===== src/pncs_pkg.sv =====
`timescale 1ns / 1ps
// ----------------------------------------------------------------------------
// pncs_pkg
// Shared types and constants of the phase-noise cosine source.
// ----------------------------------------------------------------------------
package pncs_pkg;

    localparam int CORDIC_W = 34;
    localparam int SCALE_W  = 58;
    localparam int MOD_STEPS = 33;
    localparam int ATAN_DEPTH = 32;

    localparam logic signed [CORDIC_W-1:0] GAIN_Q30 = 34'sd652032874;
    localparam logic signed [CORDIC_W-1:0] QUARTER_TURN = 34'sh0_4000_0000;
    localparam logic signed [CORDIC_W-1:0] HALF_TURN    = 34'sh0_8000_0000;

    localparam logic [31:0] ATAN_TURNS [ATAN_DEPTH] = '{
        32'h20000000, 32'h12E4051E, 32'h09FB385B, 32'h051111D4,
        32'h028B0D43, 32'h0145D7E1, 32'h00A2F61E, 32'h00517C55,
        32'h0028BE53, 32'h00145F2F, 32'h000A2F98, 32'h000517CC,
        32'h00028BE6, 32'h000145F3, 32'h0000A2FA, 32'h0000517D,
        32'h000028BE, 32'h0000145F, 32'h00000A30, 32'h00000518,
        32'h0000028C, 32'h00000146, 32'h000000A3, 32'h00000051,
        32'h00000029, 32'h00000014, 32'h0000000A, 32'h00000005,
        32'h00000003, 32'h00000001, 32'h00000001, 32'h00000000
    };

    localparam logic [7:0] REG_MODULUS         = 8'd0;
    localparam logic [7:0] REG_INDEX_STEP      = 8'd1;
    localparam logic [7:0] REG_TURNS_PER_COUNT = 8'd2;
    localparam logic [7:0] REG_AMPLITUDE       = 8'd3;

    typedef enum logic [2:0] {
        S_IDLE,
        S_MUL,
        S_ROT,
        S_SCALE,
        S_EMIT
    } t_state;

endpackage


===== src/pncs_cordic.sv =====
`timescale 1ns / 1ps
// ----------------------------------------------------------------------------
// pncs_cordic
// Rotation-mode CORDIC cosine, one shared shift-add step per cycle.
// ----------------------------------------------------------------------------
module pncs_cordic #(
    parameter int CORDIC_ITERATIONS = 24
) (
    input  logic                                 i_clk,
    input  logic                                 i_rst_n,
    input  logic                                 i_start,
    input  logic [31:0]                          i_turn,
    output logic                                 o_done,
    output logic signed [pncs_pkg::CORDIC_W-1:0] o_cos
);

    localparam int W  = pncs_pkg::CORDIC_W;
    localparam int CW = $clog2(CORDIC_ITERATIONS + 1);

    logic                r_busy;
    logic [CW-1:0]       r_cnt;
    logic signed [W-1:0] r_x;
    logic signed [W-1:0] r_y;
    logic signed [W-1:0] r_z;
    logic                r_neg;

    logic signed [W-1:0] z_in;
    logic signed [W-1:0] z_fold;
    logic                fold;
    logic [4:0]          step;
    logic signed [W-1:0] dx;
    logic signed [W-1:0] dy;
    logic signed [W-1:0] angle;

    always_comb begin
        z_in = W'($signed(i_turn));
        fold = (z_in > pncs_pkg::QUARTER_TURN) || (z_in < -pncs_pkg::QUARTER_TURN);
        if (!fold) begin
            z_fold = z_in;
        end else if (z_in > 0) begin
            z_fold = z_in - pncs_pkg::HALF_TURN;
        end else begin
            z_fold = z_in + pncs_pkg::HALF_TURN;
        end
        step  = 5'(r_cnt);
        dx    = r_y >>> step;
        dy    = r_x >>> step;
        angle = $signed({2'b00, pncs_pkg::ATAN_TURNS[step]});
    end

    always_ff @(posedge i_clk) begin
        if (!i_rst_n) begin
            r_busy <= 1'b0;
            r_cnt  <= '0;
        end else if (i_start) begin
            r_busy <= 1'b1;
            r_cnt  <= '0;
            r_x    <= pncs_pkg::GAIN_Q30;
            r_y    <= '0;
            r_z    <= z_fold;
            r_neg  <= fold;
        end else if (r_busy) begin
            if (!r_z[W-1]) begin
                r_x <= r_x - dx;
                r_y <= r_y + dy;
                r_z <= r_z - angle;
            end else begin
                r_x <= r_x + dx;
                r_y <= r_y - dy;
                r_z <= r_z + angle;
            end
            r_cnt <= r_cnt + CW'(1);
            if (r_cnt == CW'(CORDIC_ITERATIONS - 1)) begin
                r_busy <= 1'b0;
            end
        end
    end

    assign o_done = r_busy && (r_cnt == CW'(CORDIC_ITERATIONS - 1));
    assign o_cos  = r_neg ? -r_x : r_x;

endmodule


===== config.mk =====
export PLATFORM = sky130hd
export DESIGN_NAME = pncs_cordic
export DESIGN_NICKNAME = d
export VERILOG_FILES = /design/src/pncs_pkg.sv /design/src/pncs_cordic.sv
export SDC_FILE = /design/constraint.sdc
export NUM_CORES = 1
export LEC_CHECK = 0
export BUFFER_PORTS_ARGS = -buffer_cell sky130_fd_sc_hd__buf_2
export CAP_MARGIN = 20
export CORE_AREA = 2 2 185 278
export DETAILED_ROUTE_END_ITERATION = 12
export DIE_AREA = 0 0 187 280
export MAX_ROUTING_LAYER = met4
export PLACE_DENSITY = 0.47
export SETUP_SLACK_MARGIN = 0.2
export SYNTH_ARGS = -nofsm -noshare
export SYNTH_HDL_FRONTEND = slang
export SYNTH_SLANG_ARGS = --single-unit

===== constraint.sdc =====
create_clock -name i_clk -period 16.8 [get_ports i_clk]
set_input_delay 3.36 -clock i_clk [delete_from_list [all_inputs] [get_ports i_clk]]
set_output_delay 3.36 -clock i_clk [all_outputs]
set_load 0.05 [all_outputs]

* Word-level counts from Yosys, hierarchy flattened
Memory sizes are Yosys's and may differ from the RTL's. Cells that the tools add are included.
Word-level totals: logic and storage cells 47, memory bits (read-only) 1024, output and inout bits 35, bits in registers 109, memories kept 1, input bits 35
Memories:
- (no name shown) | words 32, bits a word 32, rd ports 1, clocked after Yosys merged registers in 0, write ports 0, line pncs_cordic.sv:48 | angle = $signed({2'b00, pncs_pkg::ATAN_TURNS[step]});
Cells by class: eq/ne operators 1, mux-type cells 15, magnitude comparators 4, reduce and logical (&&, ||, !) cells 6, bitwise logic cells 2, add/subtract/negate cells 10, shift operators 2
Operator list (number):
- $mux W34 | 10
- $add A34 B34 Y34 | 2
- $sshr A34 B5 Y34 | 2
- $sub A34 B34 Y34 | 2
- $mux W32 | 2
- $add A32 B33 Y34 const B | 1
- $add A34 B33 Y34 | 1
- $neg A34 Y34 | 1
- $sub A32 B33 Y34 const B | 1
- $sub A34 B33 Y34 | 1
- $gt A32 B1 Y1 const B | 1
- $gt A32 B32 Y1 const B | 1
- $lt A32 B31 Y1 const B | 1
- $ge A6 B6 Y1 const B | 1
- $not A5 Y6 | 1
- $add A5 B1 Y5 const B | 1
- $eq A5 B5 Y1 const B | 1
- $reduce_and A2 Y1 | 2
- $mux W1 | 3
- $reduce_bool A2 Y1 | 1
- $reduce_or A2 Y1 | 1
- $logic_and A1 B1 Y1 | 1
- $logic_or A1 B1 Y1 | 1
- $not A1 Y1 | 1

* Depth between registers and ports, before layout
word-level depth 8, gate-level depth with buffers 27, mapped depth without buffers 25

* Worst setup path after synthesis
OpenSTA, ideal clock, no wires.
path kind input-to-reg, from input port i_start, to register r_x[0] (enable), library setup time 0.470 ns, data required time 16.330 ns, arrival 6.226 ns, path buffers 2, setup slack 10.104 ns, stages 3, cells stage by stage clkbuf_1 -> clkbuf_1 -> o21a_1
Between the ends: longest elaborated chain between the ends 2
RTL lines:
- from (decl) | line pncs_cordic.sv:11 | input logic i_start,
- $reduce_bool A2 Y1 (no source line)
- $reduce_and A2 Y1 (no source line)
- to (signal assigned) | line pncs_cordic.sv:58 | r_x <= pncs_pkg::GAIN_Q30;
- to (signal assigned) | line pncs_cordic.sv:64 | r_x <= r_x - dx;
- to (signal assigned) | line pncs_cordic.sv:68 | r_x <= r_x + dx;
- to (decl) | line pncs_cordic.sv:22 | logic signed [W-1:0] r_x;
Every way passes these cells. A chain may end at the register's enable or synchronous reset.

* Worst setup path after layout
from register r_cnt[1], to register r_y[32] (data pin)
Between the ends: longest elaborated chain between the ends 4, elaborated cells on any way between the ends 5, classes of those cells add/sub: 2; shift: 1; mux: 2
RTL lines:
- from (decl) | line pncs_cordic.sv:21 | logic [CW-1:0] r_cnt;
- from (signal assigned) | line pncs_cordic.sv:72 | r_cnt <= r_cnt + CW'(1);
- $sshr A34 B5 Y34 * | line pncs_cordic.sv:47 | dy = r_x >>> step;
- $add A34 B34 Y34 / $sub A34 B34 Y34 (equally long branches) | line pncs_cordic.sv:65, pncs_cordic.sv:69
- $mux W34 * | line pncs_cordic.sv:63 | if (!r_z[W-1]) begin
- $mux W34 * | line pncs_cordic.sv:62 | end else if (r_busy) begin
- to (signal assigned) | line pncs_cordic.sv:65 | r_y <= r_y + dy;
- to (signal assigned) | line pncs_cordic.sv:69 | r_y <= r_y - dy;
- to (decl) | line pncs_cordic.sv:23 | logic signed [W-1:0] r_y;
Mark *: on every way between the ends. The rest lies on a longest branch, timed or not. The select of a mux whose other input is x is not followed.

==> results.yml <==
status:
  status: "completed"
synth:
  avgSynthCellArea_um2: 8.47
  syn-instance-count: 2046
  synth-async-reset-ratio_pct: 0
  ys_ff_latch: 109
  seq_area_frac_synth_pct: 18.5
  synth_edf_count: 103
  synth_ff_type: "edfxtp_1"
  ys_warn_count: 0
  ys_types: 95
  synthesis.nets: 2197
  synth_area_um2: 17300
critical_path:
  crit_path_end_kind: "flop"
  crit_family: "compound AO/OA/AOI/OAI gates"
  startpoint_type: "flop"
  cpMaxStageDelayCell: "buf_4"
  slowest_delay_ns: 0.75
  cp_max_fo: 62
  worst-path-buf-inv: 2
  worstPathArrival_ns: 8.30
  crit_required_ns: 16.95
  setup.worst_path.class: "reg -> reg"
  path_cells: "buf_4 -> buf_4 -> mux4_2 -> mux2i_1 -> o22ai_1 -> nor3_2 -> or3b_1 -> nor4_2 -> and2b_1 -> and2_1 -> a41oi_1 -> xnor2_1 -> ha_1 -> a21o_1 -> a21o_1 -> a221o_1 -> a221oi_1 -> o21ai_0 -> o41ai_1 -> o21ai_0 -> xnor2_1 -> nor2_1"
drt:
  drt_first_iter_violations: 1187
  drt-pass1-iter-count: 5
  drc: 0
  wirelength_um: 68800
  wire_per_inst_um: 25.6
  viasPerCell: 6.14
  ant_nets: 0
  via_count: 16500
cts:
  cts_sinks: 109
  cts_buffers: 9
  root_buffer: "clkbuf_16"
  postCtsHoldBufs: 0
  cts_setup_buffers: 0
  clkLatencyLatePin_ns: 0.42
  clk_path_buf_depth: 2
  ctsResizeCount: 0
  cts-htree-levels: 3
  clkSlewWorstSetupHoldPaths_ns: 0.09
  cts_tree: "built"
sta:
  max_freq_ghz: 0.123
  hold_viol: 0
  tns_ns: 0
  clock_skew_ns: 0.0186
  relSlewSlack_pct: 27.5
  drv_slew: 0
  rsz0062_at_grt: "false"
  holdWs_ns: 0.678
  worst_slew_pin_slew_ns: 1.09
  setup_violations: 0
  layout_min_cycle_time_ns: 8.15
  min_period_over_period_pct: 48.5
layout:
  layout.nets: 2168
  multi_input_area_um2: 13300
  register_area_um2: 3230
  final_cell_mix: "nand2_1, nor2_1, a21oi_1"
  mostFrequentLayoutCell: "nand2_1"
  area_delta_synth_final_pct: 6.27
  drive_above_1_share_pct: 14.0
  n_fill_cell: 5233
  diodes: 0
floorplanning:
  ios: 70
  start_util_pct: 34.5
  die_area_um2: 52400
  die_y_um: 280
  die_w_um: 187
  core_area_um2: 50200
  fp-row-count: 101
global_route:
  grt_antenna_before_repair: 0
  overflow: 0
  grt_pass1_vias: 16500
  grt.total_usage_pct: 26.7
  grt_max_degree: 75
  grt_pass1_wl_um: 103000
hold_path:
  hp-class: "reg -> reg"
place:
  gp_congestion: 0.982
  portBuffers: 69
  dp_hpwl_um: 52400
power:
  power.leakage_nw: 6.98
  power.density_nw_per_um2: 142
  ir_worst_vdd_mv: 0.0571
run:
  cap_viol_max_count: 0
final timing paths:
check	startpoint	end	slack [ns]	cells past startpoint
min reg2reg	r_busy$_SDFF_PN0_	r_cnt[2]$_SDFFE_PP0P_	0.68	2
min	r_busy$_SDFF_PN0_	r_cnt[2]$_SDFFE_PP0P_	0.68	2
max reg2reg	r_cnt[1]$_SDFFE_PP0P_	r_y[32]$_SDFFCE_PP0P_	8.65	22
max	r_cnt[1]$_SDFFE_PP0P_	r_y[32]$_SDFFCE_PP0P_	8.65	22
report_power, final:
group	internal, mW	total [mW]	leakage, nW	switching [mW]
combinational	0.755	1.82	5.81	1.07
sequential	0.402	0.561	1.04	0.159
clock	0.106	0.238	0.144	0.132
Yosys cell counts, drive strengths merged, types with 8 or more instances:
cell / number / area, µm²
nand2b: 30 / 188
and3: 17 / 106
a221oi: 13 / 120
buf: 63 / 388
o21ai: 127 / 636
or2: 14 / 87.6
a21oi: 129 / 649
o211ai: 19 / 143
mux4: 78 / 1760
a21o: 62 / 465
nand4: 10 / 77.6
edfxtp: 103 / 3090
o21bai: 13 / 97.6
xnor2: 125 / 1090
a22oi: 14 / 105
a221o: 9 / 90.1
a31oi: 39 / 244
mux2: 40 / 454
mux2i: 57 / 583
o21a: 23 / 173
xor2: 78 / 683
nor4: 15 / 121
nor2b: 23 / 144
inv: 50 / 188
nand2: 203 / 762
nand3: 35 / 175
o22ai: 21 / 131
a31o: 8 / 70.1
o41ai: 9 / 86.3
clkbuf: 77 / 289
and2: 20 / 126
nor2: 182 / 686
nor3: 34 / 180
ha: 113 / 1410
o31ai: 28 / 215
a211oi: 30 / 235
layout make-up:
type / count / area share [%]
clock buffers: 9 / 1.22
clock inverters: 7 / 0.394
inverters: 51 / 1.04
multi-input cells: 1746 / 72.0
flip-flops and latches: 109 / 17.5
well taps: 669 / 4.54
repair buffers: 100 / 3.26
per-stage QoR:
| step | worst slack (ns) | instances | util, % | instance area (µm²) | power, mW |
|---|---|---|---|---|---|
| 2_1_floorplan | 10.10 | 2046 | - | 17300 | 1.90 |
| 3_3_place_gp | 8.79 | 2674 | 36.1 | 18100 | 2.36 |
| 3_5_place_dp | 8.70 | 2675 | 36.1 | 18100 | 2.37 |
| 4_1_cts | 8.67 | 2691 | 36.7 | 18400 | 2.62 |
| 5_1_grt | 8.23 | 2691 | 36.7 | 18400 | 2.82 |
| 6_report | 8.65 | 2691 | 36.7 | 18400 | 2.62 |
metal layers:
layer	part of all wire, %	track usage, %	vias to the layer above
met5	0	-	-
li1	-	-	7702
met1	38	28.0	8059
met2	52	47.6	563
met4	6.7	16.8	0
met3	3.9	3.05	191
cells by family after synthesis:
| kind of cell | share of synthesized area (%) |
|---|---|
| buffers and inverters | 5.01 |
| adder cells (fa/ha/maj) | 8.50 |
| flip-flops | 18.5 |
| multiplexers | 16.1 |
| AO/OA/AOI/OAI | 24.8 |
| AND/OR/NAND/NOR | 16.8 |
| XOR/XNOR | 10.3 |
worst reg2reg max path, stage by stage (launching register included):
cell	delay, ns
dfxtp_4	0.63
buf_4	0.57
buf_4	0.80
mux4_2	0.62
mux2i_1	0.44
o22ai_1	0.19
nor3_2	0.26
or3b_1	0.43
nor4_2	0.47
and2b_1	0.26
and2_1	0.21
a41oi_1	0.15
xnor2_1	0.20
ha_1	0.38
a21o_1	0.19
a21o_1	0.17
a221o_1	0.35
a221oi_1	0.45
o21ai_0	0.23
o41ai_1	0.45
o21ai_0	0.20
xnor2_1	0.18
nor2_1	0.05
flip-flops by register name (all words and copies together), names as in the netlist:
name	cells
r_z	34
r_neg	1
r_y	34
r_cnt	5
r_x	34
r_busy	1
Power figures use the tool's default switching activity.
