--- src/pncs_pkg.sv ---
`timescale 1ns / 1ps
// ----------------------------------------------------------------------------
// pncs_pkg
// Shared types and constants of the phase-noise cosine source.
// ----------------------------------------------------------------------------
package pncs_pkg;

    localparam int CORDIC_W = 34;
    localparam int SCALE_W  = 58;
    localparam int MOD_STEPS = 33;
    localparam int ATAN_DEPTH = 32;

    localparam logic signed [CORDIC_W-1:0] GAIN_Q30 = 34'sd652032874;
    localparam logic signed [CORDIC_W-1:0] QUARTER_TURN = 34'sh0_4000_0000;
    localparam logic signed [CORDIC_W-1:0] HALF_TURN    = 34'sh0_8000_0000;

    localparam logic [31:0] ATAN_TURNS [ATAN_DEPTH] = '{
        32'h20000000, 32'h12E4051E, 32'h09FB385B, 32'h051111D4,
        32'h028B0D43, 32'h0145D7E1, 32'h00A2F61E, 32'h00517C55,
        32'h0028BE53, 32'h00145F2F, 32'h000A2F98, 32'h000517CC,
        32'h00028BE6, 32'h000145F3, 32'h0000A2FA, 32'h0000517D,
        32'h000028BE, 32'h0000145F, 32'h00000A30, 32'h00000518,
        32'h0000028C, 32'h00000146, 32'h000000A3, 32'h00000051,
        32'h00000029, 32'h00000014, 32'h0000000A, 32'h00000005,
        32'h00000003, 32'h00000001, 32'h00000001, 32'h00000000
    };

    localparam logic [7:0] REG_MODULUS         = 8'd0;
    localparam logic [7:0] REG_INDEX_STEP      = 8'd1;
    localparam logic [7:0] REG_TURNS_PER_COUNT = 8'd2;
    localparam logic [7:0] REG_AMPLITUDE       = 8'd3;

    typedef enum logic [2:0] {
        S_IDLE,
        S_MUL,
        S_ROT,
        S_SCALE,
        S_EMIT
    } t_state;

endpackage

--- src/pncs_mod.sv ---
`timescale 1ns / 1ps
// ----------------------------------------------------------------------------
// pncs_mod
// Bit-serial remainder of a 33-bit sum by a 32-bit modulus, one bit a cycle.
// ----------------------------------------------------------------------------
module pncs_mod (
    input  logic        i_clk,
    input  logic        i_rst_n,
    input  logic        i_start,
    input  logic [32:0] i_dividend,
    input  logic [31:0] i_modulus,
    output logic        o_busy,
    output logic [31:0] o_rem
);

    logic        r_busy;
    logic [5:0]  r_cnt;
    logic [32:0] r_dvd;
    logic [31:0] r_rem;
    logic [32:0] trial;
    logic [32:0] diff;

    assign trial = {r_rem, r_dvd[32]};
    assign diff  = trial - {1'b0, i_modulus};

    always_ff @(posedge i_clk) begin
        if (!i_rst_n) begin
            r_busy <= 1'b0;
            r_cnt  <= '0;
        end else if (i_start) begin
            r_cnt <= '0;
            r_dvd <= i_dividend;
            if (i_modulus == 32'd0) begin
                r_busy <= 1'b0;
                r_rem  <= i_dividend[31:0];
            end else begin
                r_busy <= 1'b1;
                r_rem  <= '0;
            end
        end else if (r_busy) begin
            r_dvd <= {r_dvd[31:0], 1'b0};
            if (trial >= {1'b0, i_modulus}) begin
                r_rem <= diff[31:0];
            end else begin
                r_rem <= trial[31:0];
            end
            r_cnt <= r_cnt + 6'd1;
            if (r_cnt == 6'(pncs_pkg::MOD_STEPS - 1)) begin
                r_busy <= 1'b0;
            end
        end
    end

    assign o_busy = r_busy;
    assign o_rem  = r_rem;

endmodule

--- config.mk ---
export PLATFORM = sky130hd
export DESIGN_NAME = pncs_mod
export DESIGN_NICKNAME = d
export VERILOG_FILES = /design/src/pncs_pkg.sv /design/src/pncs_mod.sv
export SDC_FILE = /design/constraint.sdc
export NUM_CORES = 1
export LEC_CHECK = 0
export BUFFER_PORTS_ARGS = -buffer_cell sky130_fd_sc_hd__buf_2
export CORE_UTILIZATION = 38
export CTS_CLUSTER_SIZE = 14
export DETAILED_ROUTE_END_ITERATION = 12
export PLACE_DENSITY_LB_ADDON = 0.2
export SETUP_SLACK_MARGIN = 0.4
export SLEW_MARGIN = 5
export SYNTH_ARGS = -nofsm -noshare
export SYNTH_HDL_FRONTEND = slang
export SYNTH_SLANG_ARGS = --single-unit
--- constraint.sdc ---
create_clock -name i_clk -period 4.65 [get_ports i_clk]
set_clock_uncertainty 0.05 [all_clocks]
set_input_delay 0.465 -clock i_clk [delete_from_list [all_inputs] [get_ports i_clk]]
set_output_delay 0.465 -clock i_clk [all_outputs]
set_load 0.02 [all_outputs]
### After elaboration in Yosys (flattened, before gate mapping)

Index checks and enable logic that the tools add are counted.

* add/subtract/negate cells: 2
* multipliers: 0
* divide/modulo/power cells: 0
* $lt $le $gt $ge: 1
* eq/ne operators: 1
* shift-type cells: 0
* mux-type cells: 10
* bitwise logic cells: 1
* reduce and logical (&&, ||, !) cells: 4

Operators with widths (count)
* $mux W32: 4
* $mux W33: 2
* $ge A33 B32 Y1: 1
* $logic_not A32 Y1: 1
* $sub A32 B32 Y32: 1
* $add A6 B1 Y6 const B: 1
* $eq A6 B6 Y1 const B: 1
* $mux W1: 4
* $reduce_and A2 Y1: 1
* $reduce_bool A2 Y1: 1
* $reduce_or A2 Y1: 1
* $not A1 Y1: 1

* register bits: 72
* bits in latches: 0
* RAM bits: 0
* ROM bits: 0
* output and inout port bits: 33
* word-level logic and storage cells: 23
* memories: 0

### Depth between registers and ports, before layout

Gate-level depths: netlist of run 1.

* depth after elaboration: 4
* mapped depth: 14

### Worst setup path after synthesis of run 1

Ideal clock, no wire load.

* kind: in2reg
* from: input port i_modulus[0]
* to: register r_rem[24] (netlist: o_rem[24]), data pin
* library setup time: 0.158 ns
* arrival: 3.069 ns
* required time: 4.442 ns
* slack: 1.373 ns
* cell stages on the path: 12
* path buffers: 0
* cells stage by stage: ha_1 inv_1 fa_1 a21o_1 a221oi_2 o211ai_2 a21o_1 a311o_2 a31oi_4 o41ai_2 mux2_4 a211oi_2

* word-level cells in the longest chain between the ends: 4
* elaborated cells on any way between the ends: 7
* classes of those cells: 1 x add/sub; 1 x order compare; 4 x mux; 1 x reduce/logical

Ends and longest elaborated chain
* from (decl): line pncs_mod.sv:11 `input logic [31:0] i_modulus,`
* $sub A32 B32 Y32 / $ge A33 B32 Y1 (equally long branches): line pncs_mod.sv:24, pncs_mod.sv:42
* $mux W32: line pncs_mod.sv:42 `if (trial >= {1'b0, i_modulus}) begin`
* $mux W32: line pncs_mod.sv:40 `end else if (r_busy) begin`
* $mux W32 *: line pncs_mod.sv:30 `end else if (i_start) begin`
* to (signal assigned): line pncs_mod.sv:35 `r_rem <= i_dividend[31:0];`
* to (signal assigned): line pncs_mod.sv:43 `r_rem <= diff[31:0];`
* to (signal assigned): line pncs_mod.sv:45 `r_rem <= trial[31:0];`
* to (decl): line pncs_mod.sv:19 `logic [31:0] r_rem;`

Every way passes the cells marked *; elsewhere a longest branch is shown, timed or not. The select of a mux whose other input is x is not followed.
A chain may end at the register's enable or synchronous reset.

### Worst setup path in the final report of run 1

* from: register r_rem[18] (netlist: o_rem[18])
* to: register r_rem[27] (netlist: o_rem[27]), data pin

* word-level cells in the longest chain between the ends: 4
* elaborated cells on any way between the ends: 5
* classes of those cells: 1 x add/sub; 1 x order compare; 3 x mux

Ends and longest elaborated chain (line)
* $sub A32 B32 Y32 / $ge A33 B32 Y1 (equally long branches): pncs_mod.sv:24, pncs_mod.sv:42
* $mux W32 *: pncs_mod.sv:42
* $mux W32 *: pncs_mod.sv:40
* $mux W32 *: pncs_mod.sv:30

Marks and branches as above.

==> impl_metrics.yaml, run 1 <==
finish:
  drive_gt1_share_pct: 20.41
  syn2layout_area_growth_pct: 17.37
  nets: 779
  final_cells: 857
  n_antenna_cell: 0
floorplan:
  start_util_pct: 39.51
  die_area_mm2: 0.01441
  core_area_mm2: 0.01340
  ios: 101
  die_y_um: 120.0
  fp-row-count: 42
  die_x_um: 120.0
timing:
  post-route-period-util_pct: 79.53
  tightest_slew_ns: 1.069
  max_freq_mhz: 270.4
  finalWorstSetupSlack_ns: 0.9520
  relSlewSlack_pct: 28.74
  finalHoldViolCount: 0
  slew_viol_final: 0
  rsz0062_at_grt: "false"
  holdWs_ns: 0.4029
  period_needed_ns: 3.698
  finalSetupViolations: 0
  setup_tns_ns: 0
place:
  dp.cells: 841
  gp_congestion: 0.9175
  hpwlAfterDp_um: 11510
  io_buffer_count: 100
  pre_cts_ws_ns: 0.9080
critical_path:
  critical_path_arrival_ns: 3.73
  critical_path.max_stage_delay_ns: 0.61
  rrSetupSlack_ns: 0.95
  critPathRequiredTime_ns: 4.68
  r2r_start: "o_rem[18]$_DFFE_PP_"
  crit_slowest_cell: "or4_1"
  cp-end-kind: "register"
  criticalPathCategory: "reg -> reg"
  cp-start-kind: "register"
  worstSetupStartpoint: "o_rem[18]$_DFFE_PP_"
  cp_max_fo: 58
  path_cells: "ha_1, and4_1, nand4_1, or3_1, nor4_1, nor3b_1, a22o_2, or4_1, and3_1"
cts:
  clock_latency_ns: 0.33
  h-tree-depth: 3
  cts_sinks: 72
  cts_resized: 0
  cts_buffer_depth: 2
  cts_root_buffer: "clkbuf_16"
  hold_buffers: 0
  clk_pin_slew_ns: 0.05
  cts_inserted_buffers: 9
  post-cts-setup-buffers: 0
  cts_tree: "built"
routing:
  drt-total-wl_um: 14870
  vias: 4669
  first_iter_violations: 435
  drc: 0
  wl_per_cell_um: 17.35
  post_drt_via_cell_ratio: 5.448
  antenna_left: 0
  dr.pass1.iters: 5
yosys:
  ys_seq_area_share_pct: 39.51
  synthesis.nets: 693
  yosys.area.top_type: "edfxtp_1"
  ys_types: 66
  syn_area_per_cell_um2: 8.975
  synthesis.area_mm2: 0.005295
  ys.flop_type: "edfxtp_1"
  synth.area.top_cells: "edfxtp_1, ha_1, a21oi_1"
  synth_top_area_share_pct: 36.86
  ys_seq_elements: 72
  yosysWarnings: 0
  synth-edff-count: 65
  async_flop_share_pct: 0
  synthCells: 590
flow_run:
  drv_cap: 0
power:
  p_sw_uw: 715.4
  pwr-share-seq_pct: 37.7
  powerDensity_mw_per_mm2: 349.7
  p_int_uw: 1458
  comb_power_share_pct: 32.7
  vdd_ir_drop_max_uv: 185.0
  leakage_uw: 0.002672
  power_uw: 2173
  power_frac_clock_pct: 29.5
  swShare_pct: 32.92
global_route:
  use_met2_pct: 30.68
  grt_pass1_wl_um: 23430
  overflow: 0
  gr-usage-met1_pct: 31.68
  grtUsageTotal_pct: 21.17
  grt_pass1_vias: 4451
  grt_use_met3_pct: 2.899
  antenna_found_initial: 0
  grt-busiest-layer: "met1"
  grt_max_degree: 68
min_path:
  hp-start: "i_dividend[32]"
  hold_path_class: "in -> reg"
outcome:
  status: "finished clean"
==> synth_stat cells (all sizes together) (3+ instances only) <==
master	n
edfxtp	65
inv	63
a21oi	52
nand2	52
o21ai	50
nor2	40
ha	34
clkbuf	24
o22ai	19
xnor2	18
a21o	15
mux2	12
nand3	11
xor2	11
mux2i	10
nor4	10
nand4	9
dfxtp	7
nor3	7
o21a	7
a211oi	5
and3	5
nor2b	5
a31oi	4
buf	4
nand3b	4
a21boi	3
a221oi	3
and2	3
and4	3
nor3b	3
==> registers in the layout, summed over array words and instances (netlist names) <==
signal / cells
o_rem: 32
r_dvd: 33
r_cnt: 6
o_busy: 1
==> power groups by stage <==
stage	registers [uW]	clock network, uW	logic [uW]
floorplan	851	0	475
global placement	831	0	694
detailed placement	832	0	695
CTS	819	658	704
global route	825	685	778
finish	820	642	711
==> cells in the final DEF, fill, tap and decap left out, types with 3 or more instances in the layout <==
cell and count:
o21ai_0 43, edfxtp_1 65, and3_1 5, nand3b_1 4, nand3_1 11, a21o_1 13
nor3_1 7, clkbuf_8 3, mux2_2 11, buf_4 3, dfxtp_1 7, a211oi_1 4
o22ai_1 19, o21a_1 6, and4_1 3, nor3b_1 3, and2_1 3, xor2_1 11
xnor2_1 18, nor4_1 10, clkbuf_1 3, clkbuf_16 9, nor2b_1 5, buf_2 100
ha_1 34, a31oi_1 3, inv_1 63, nand2_1 52, a21oi_1 51, nand4_1 9
nor2_1 40, mux2i_1 10, o21ai_1 7
==> critical path, delay by kind of cell, from the launching register on <==
family / cells / cell delay [ns]
adder cells (fa/ha/maj): 1 / 0.48
AND/OR/NAND/NOR: 7 / 1.84
AO/OA/AOI/OAI: 1 / 0.59
flip-flops: 1 / 0.48
==> cell families after synthesis <==
family | synth area share (%)
mux | 4.513
xor+xnor | 4.797
flops | 39.51
compound gates | 21.57
buf+inv | 6.498
simple gates | 14.70
fa+ha+maj | 8.412
==> final cells by class <==
type	instances	area, um2
Fill cell	1370	7186
Multi-Input combinational cell	427	2861
Sequential cell	72	2092
Timing Repair Buffer	103	523.0
Clock buffer	15	277.8
Inverter	63	236.5
Tap cell	176	220.2
Clock inverter	1	3.754
==> through the flow <==
stage | instance area [um2] | util, %
finish | 6215 | 46.38
global route | 6215 | 46.38
CTS | 6215 | 46.38
detailed placement | 5933 | 44.28
global placement | 5933 | 44.28
floorplan | 5295 | -
==> path summary, 6_finish.rpt <==
kind                           end  depth (start not counted)
max            o_rem[27]$_DFFE_PP_                          9
min            r_dvd[32]$_DFFE_PP_                          2
max reg2reg    o_rem[27]$_DFFE_PP_                          9
min reg2reg  r_cnt[5]$_SDFFE_PP0P_                          2
==> layer usage <==
metal | part of all wire (%) | vias to the layer above
met5 | 0 | -
met4 | 2.0 | 0
met3 | 6.1 | 19
met2 | 43 | 142
met1 | 49 | 2180
li1 | - | 2328
(Power assumes the default switching activity.)
==> run 2, diff against run 1 <==
ABC_AREA = 1   (was not set)
clock period = 3.1 ns   (was 4.65 ns; I/O delays follow)
==> impl_metrics.yaml, run 2 <==
cts:
  cts_root_buffer: "clkbuf_16"
  cts_sinks: 72
  clock_latency_ns: 0.33
  h-tree-depth: 3
  cts_inserted_buffers: 9
  cts_tree: "built"
  hold_buffers: 0
  clk_pin_slew_ns: 0.06
  cts_buffer_depth: 2
finish:
  seqCellArea_mm2: 0.002092
  largest_reg_flops: 33
  final_area_mm2: 0.007463
  multi_input_area_mm2: 0.003527
  final_cells: 1303
  drive_gt1_share_pct: 15.00
  n_antenna_cell: 0
  mostFrequentLayoutCells: "nand2_1, inv_1, buf_2"
  utilization_pct: 46.31
  largest_register: "r_dvd"
  nets: 1185
  n_fill_cell: 1756
  syn2layout_area_growth_pct: 17.31
  final_common_cell: "nand2_1"
timing:
  period_needed_ns: 2.522
  setup_tns_ns: 0
  relSlewSlack_pct: 42.92
  max_freq_mhz: 396.4
  post-route-period-util_pct: 81.37
  finalWorstSetupSlack_ns: 0.5775
  finalSetupViolations: 0
  tightest_slew_ns: 0.8562
  rsz0062_at_grt: "false"
  finalHoldViolCount: 0
  slew_viol_final: 0
yosys:
  ys.flop_type: "edfxtp_1"
  syn_area_per_cell_um2: 6.459
  ys_seq_area_share_pct: 32.88
  synthCells: 985
  synth_top_family_by_area: "simple AND/OR/NAND/NOR gates"
  synthTopCellsByCount: "nand2_1, inv_1, nand3_1"
  async_flop_share_pct: 0
  yosys.area.top_type: "edfxtp_1"
  yosysWarnings: 0
  synthesis.nets: 1088
  yosys.area_share.adder_pct: 7.001
  ys_types: 35
  yosysMostFrequentCell: "nand2_1"
  synth.area.top_cells: "edfxtp_1, nand2_1, inv_1"
  ys_seq_elements: 72
  synth-xor-area-share_pct: 1.927
  synthesis.area_mm2: 0.006362
  synth-compound-area-share_pct: 3.933
  yosys.area_share.simple_pct: 41.34
  synthMuxAreaShare_pct: 0
  synth-edff-count: 65
  synth_top_area_share_pct: 30.68
critical_path:
  cp-end-kind: "register"
  cp_max_fo: 16
  path_cells: "ha_2, nand2_1, nor2_2, nand2_2, nor2_2, nand2_1, nand2_2, nor2_4, buf_4, nand2_4, nand2_1, nand3_1, o21ai_1"
  cp-start-kind: "register"
  criticalPathCategory: "reg -> reg"
  critical_path.max_stage_delay_ns: 0.47
  critical_path_arrival_ns: 2.54
  critPathRequiredTime_ns: 3.12
  crit_top_cell: "nand2_1"
  crit_slowest_cell: "edfxtp_1"
place:
  dp.cells: 1283
  dpl_cell_area_mm2: 0.007069
  io_buffer_count: 100
  hpwlAfterDp_um: 15560
  gp_congestion: 0.9174
  pre_cts_ws_ns: 0.4197
routing:
  drc: 0
  post_drt_via_cell_ratio: 4.850
  antenna_left: 0
  dr.pass1.iters: 5
  drt-total-wl_um: 19390
  wl_per_cell_um: 14.88
  first_iter_violations: 523
  vias: 6320
global_route:
  grt_pass1_wl_um: 30370
  grtUsageTotal_pct: 22.57
  grt_max_degree: 66
  overflow: 0
  grt_pass1_vias: 5904
  antenna_found_initial: 0
floorplan:
  ios: 101
  die_area_mm2: 0.01726
  fp-row-count: 46
  die_x_um: 131.4
  die_y_um: 131.4
  core_area_mm2: 0.01612
  start_util_pct: 39.48
flow_run:
  drv_cap: 0
power:
  leakage_uw: 0.004076
  powerDensity_mw_per_mm2: 459.0
  vdd_ir_drop_max_uv: 374.0
min_path:
  hold_path_class: "in -> reg"
outcome:
  status: "finished clean"
==> run 2: changes by cell type after synthesis, sizes merged, moves of 10 or more <==
cell    change
mux2       -12
a21o       -14
buf        +14
o21ai      -32
o22ai      -19
mux2i      -10
clkbuf     -17
a21oi      -27
nor2       +16
nand3b     +11
nand2     +352
inv       +122
nand3      +94
==> run 2: layout make-up <==
class,count,area share (%)
Timing Repair Buffer,110,7.879
Clock buffer,16,3.906
Sequential cell,72,28.03
Tap cell,216,3.621
Inverter,185,9.304
Multi-Input combinational cell,704,47.26
==> run 2: worst max-delay path: cells and delay by family, from the launching register on <==
family                   cells  cell delay, ns
flip-flops                   1            0.47
buffers and inverters        1            0.16
adder cells (fa/ha/maj)      1            0.42
AND/OR/NAND/NOR             10            1.09
AO/OA/AOI/OAI                1            0.07
==> run 2: worst paths after layout <==
check	start	to	slack, ns	depth (start not counted)
worst min register to register	r_cnt[5]$_SDFFE_PP0P_	r_cnt[5]$_SDFFE_PP0P_	0.40	1
worst max-delay path	o_rem[16]$_DFFE_PP_	o_rem[5]$_DFFE_PP_	0.58	13
worst max register to register	o_rem[16]$_DFFE_PP_	o_rem[5]$_DFFE_PP_	0.58	13
worst min-delay path	i_rst_n	o_busy$_SDFF_PN0_	0.22	3
==> run 2: repair_timing <==
action / 4_1_cts / 5_1_grt
setup endpoints to repair: 0 / 32
buffers inserted: 0 / 3
gates resized for setup: 0 / 14
==> run 2: cell families after synthesis <==
group                      count (synthesis)
and+or+nand+nor                          607
buffers and inverters                    210
DFF                                       72
AOI/OAI and AO/OA                         47
adders and majority gates                 35
xor gates and xnor gates                  14
==> run 2: report_power, final <==
group	internal [uW]	total (uW)	switching [uW]
clock	630	995	365
combinational	417	1200	788
sequential	1160	1230	61.0
total	2210	3430	1210
==> run 2: stage by stage <==
stage	power (uW)	hold WS, ns
floorplan	2057	0.3721
global placement	2398	0.3972
detailed placement	2405	0.3954
CTS	3411	0.1998
global route	3632	0.2220
finish	3426	0.2165
==> run 2: routing by layer <==
| layer | share of wire (%) | GRT usage [%] | vias to the layer above |
|---|---|---|---|
| met5 | 0 | 0 | - |
| met4 | 2.2 | 8.140 | 0 |
| met3 | 4.9 | 2.932 | 24 |
| met2 | 45 | 35.52 | 137 |
| met1 | 48 | 31.56 | 2881 |
| li1 | - | - | 3278 |
==> run 3, diff against run 2 <==
ABC_AREA = 0   (was 1)
clock period = 2.07 ns   (was 3.1 ns; I/O delays follow)
==> impl_metrics.yaml, run 3 (synthesis results as in run 1) <==
global_route:
  overflow: 0
  grt_pass1_wl_um: 28310
  grt_max_degree: 67
  grtUsageTotal_pct: 25.73
  antenna_found_initial: 0
  grt_pass1_vias: 5339
finish:
  syn2layout_area_growth_pct: 53.92
  final_common_cell: "buf_4"
  nets: 960
  mostFrequentLayoutCells: "buf_4, buf_2, edfxtp_1"
  largest_register: "r_dvd"
  final_cells: 1038
  n_fill_cell: 1180
  largest_reg_flops: 33
  drive_gt1_share_pct: 45.48
  utilization_pct: 60.82
  n_antenna_cell: 0
place:
  dp.cells: 1004
  hpwlAfterDp_um: 14150
  io_buffer_count: 100
  gp_congestion: 0.9832
power:
  powerDensity_mw_per_mm2: 740.5
  power_uw: 6035
  vdd_ir_drop_max_uv: 510.9
  leakage_uw: 0.003681
outcome:
  violations: "negative setup slack"
  status: "finished with violations"
floorplan:
  die_x_um: 120.0
  ios: 101
  die_y_um: 120.0
  start_util_pct: 39.51
  fp-row-count: 42
  die_area_mm2: 0.01441
  core_area_mm2: 0.01340
critical_path:
  critical_path_arrival_ns: 3.36
  rrSetupSlack_ns: -1.16
  criticalPathCategory: "reg -> reg"
  cp-start-kind: "register"
  cp_max_fo: 3
  critPathRequiredTime_ns: 2.20
  cp-end-kind: "register"
min_path:
  hold_path_class: "in -> reg"
timing:
  tightest_slew_ns: 0.5187
  post-route-period-util_pct: 156.2
  finalSetupViolations: 32
  finalHoldViolCount: 0
  slew_viol_final: 0
  finalWorstSetupSlack_ns: -1.164
  max_freq_mhz: 309.2
  relSlewSlack_pct: 65.05
  rsz0062_at_grt: "true"
  period_needed_ns: 3.234
cts:
  h-tree-depth: 3
  hold_buffers: 0
  cts_root_buffer: "clkbuf_16"
  cts_inserted_buffers: 9
  clock_latency_ns: 0.34
  clk_pin_slew_ns: 0.06
  cts_tree: "built"
  cts_sinks: 72
  cts_buffer_depth: 2
routing:
  antenna_left: 0
  vias: 5640
  wl_per_cell_um: 17.94
  first_iter_violations: 423
  drc: 0
  dr.pass1.iters: 5
  post_drt_via_cell_ratio: 5.434
  drt-total-wl_um: 18620
flow_run:
  drv_cap: 0
-- run 3: path summary, 6_finish.rpt --
kind	startpoint	end	cells after the start
setup / recovery	r_dvd[32]$_DFFE_PP_	o_rem[24]$_DFFE_PP_	13
setup reg to reg	r_dvd[32]$_DFFE_PP_	o_rem[24]$_DFFE_PP_	13
hold reg to reg	r_cnt[5]$_SDFFE_PP0P_	r_cnt[5]$_SDFFE_PP0P_	2
hold / removal	i_dividend[7]	r_dvd[7]$_DFFE_PP_	3
-- run 3: metrics by stage --
stage	area, um2	hold slack (ns)	setup TNS (ns)	setup WS [ns]
2_1_floorplan	5504	0.3662	-25.26	-1.101
3_3_place_gp	7302	0.4206	-29.78	-1.213
3_5_place_dp	7302	0.4373	-31.14	-1.281
4_1_cts	7875	0.1363	-26.19	-1.179
5_1_grt	8150	0.1454	-32.28	-1.268
6_report	8150	0.1414	-28.89	-1.164
-- run 3: critical path, cell delays in order (launching register included) --
cell	delay [ns]
edfxtp_1	0.41
inv_2	0.09
ha_4	0.13
inv_2	0.03
fa_2	0.33
a21o_1	0.23
a221oi_4	0.29
o211ai_2	0.13
a21o_1	0.19
a311o_2	0.36
a31oi_4	0.25
o41ai_2	0.10
mux2_4	0.30
a211oi_2	0.18
-- run 3: what timing repair did --
item                       CTS  global route
gates cloned                 0             1
setup endpoints to repair   32            33
gates resized for setup     46            35
buffers inserted             9             8
pin swaps                   22            11
-- run 3: power by group --
part           switching, uW  internal (uW)
sequential              73.1           1750
clock                    628            933
combinational           1370           1280
-- run 3: area by class of cell --
| type | instances | area [um2] | area share, % |
|---|---|---|---|
| multi-input cells | 427 | 3333 | 40.90 |
| flip-flops and latches | 72 | 2092 | 25.67 |
| repair buffers | 284 | 1974 | 24.22 |
| inverters | 63 | 236.5 | 2.901 |
| clock buffers | 9 | 225.2 | 2.763 |
| well taps | 176 | 220.2 | 2.702 |
| clock inverters | 7 | 68.82 | 0.8443 |
-- run 3: per-layer routing --
layer	up-vias	share of wire [%]	track usage, %
met4	0	2.1	9.141
met2	228	43	36.93
met1	2692	47	38.98
met3	21	7.8	3.422
met5	-	0	0
li1	2699	-	-
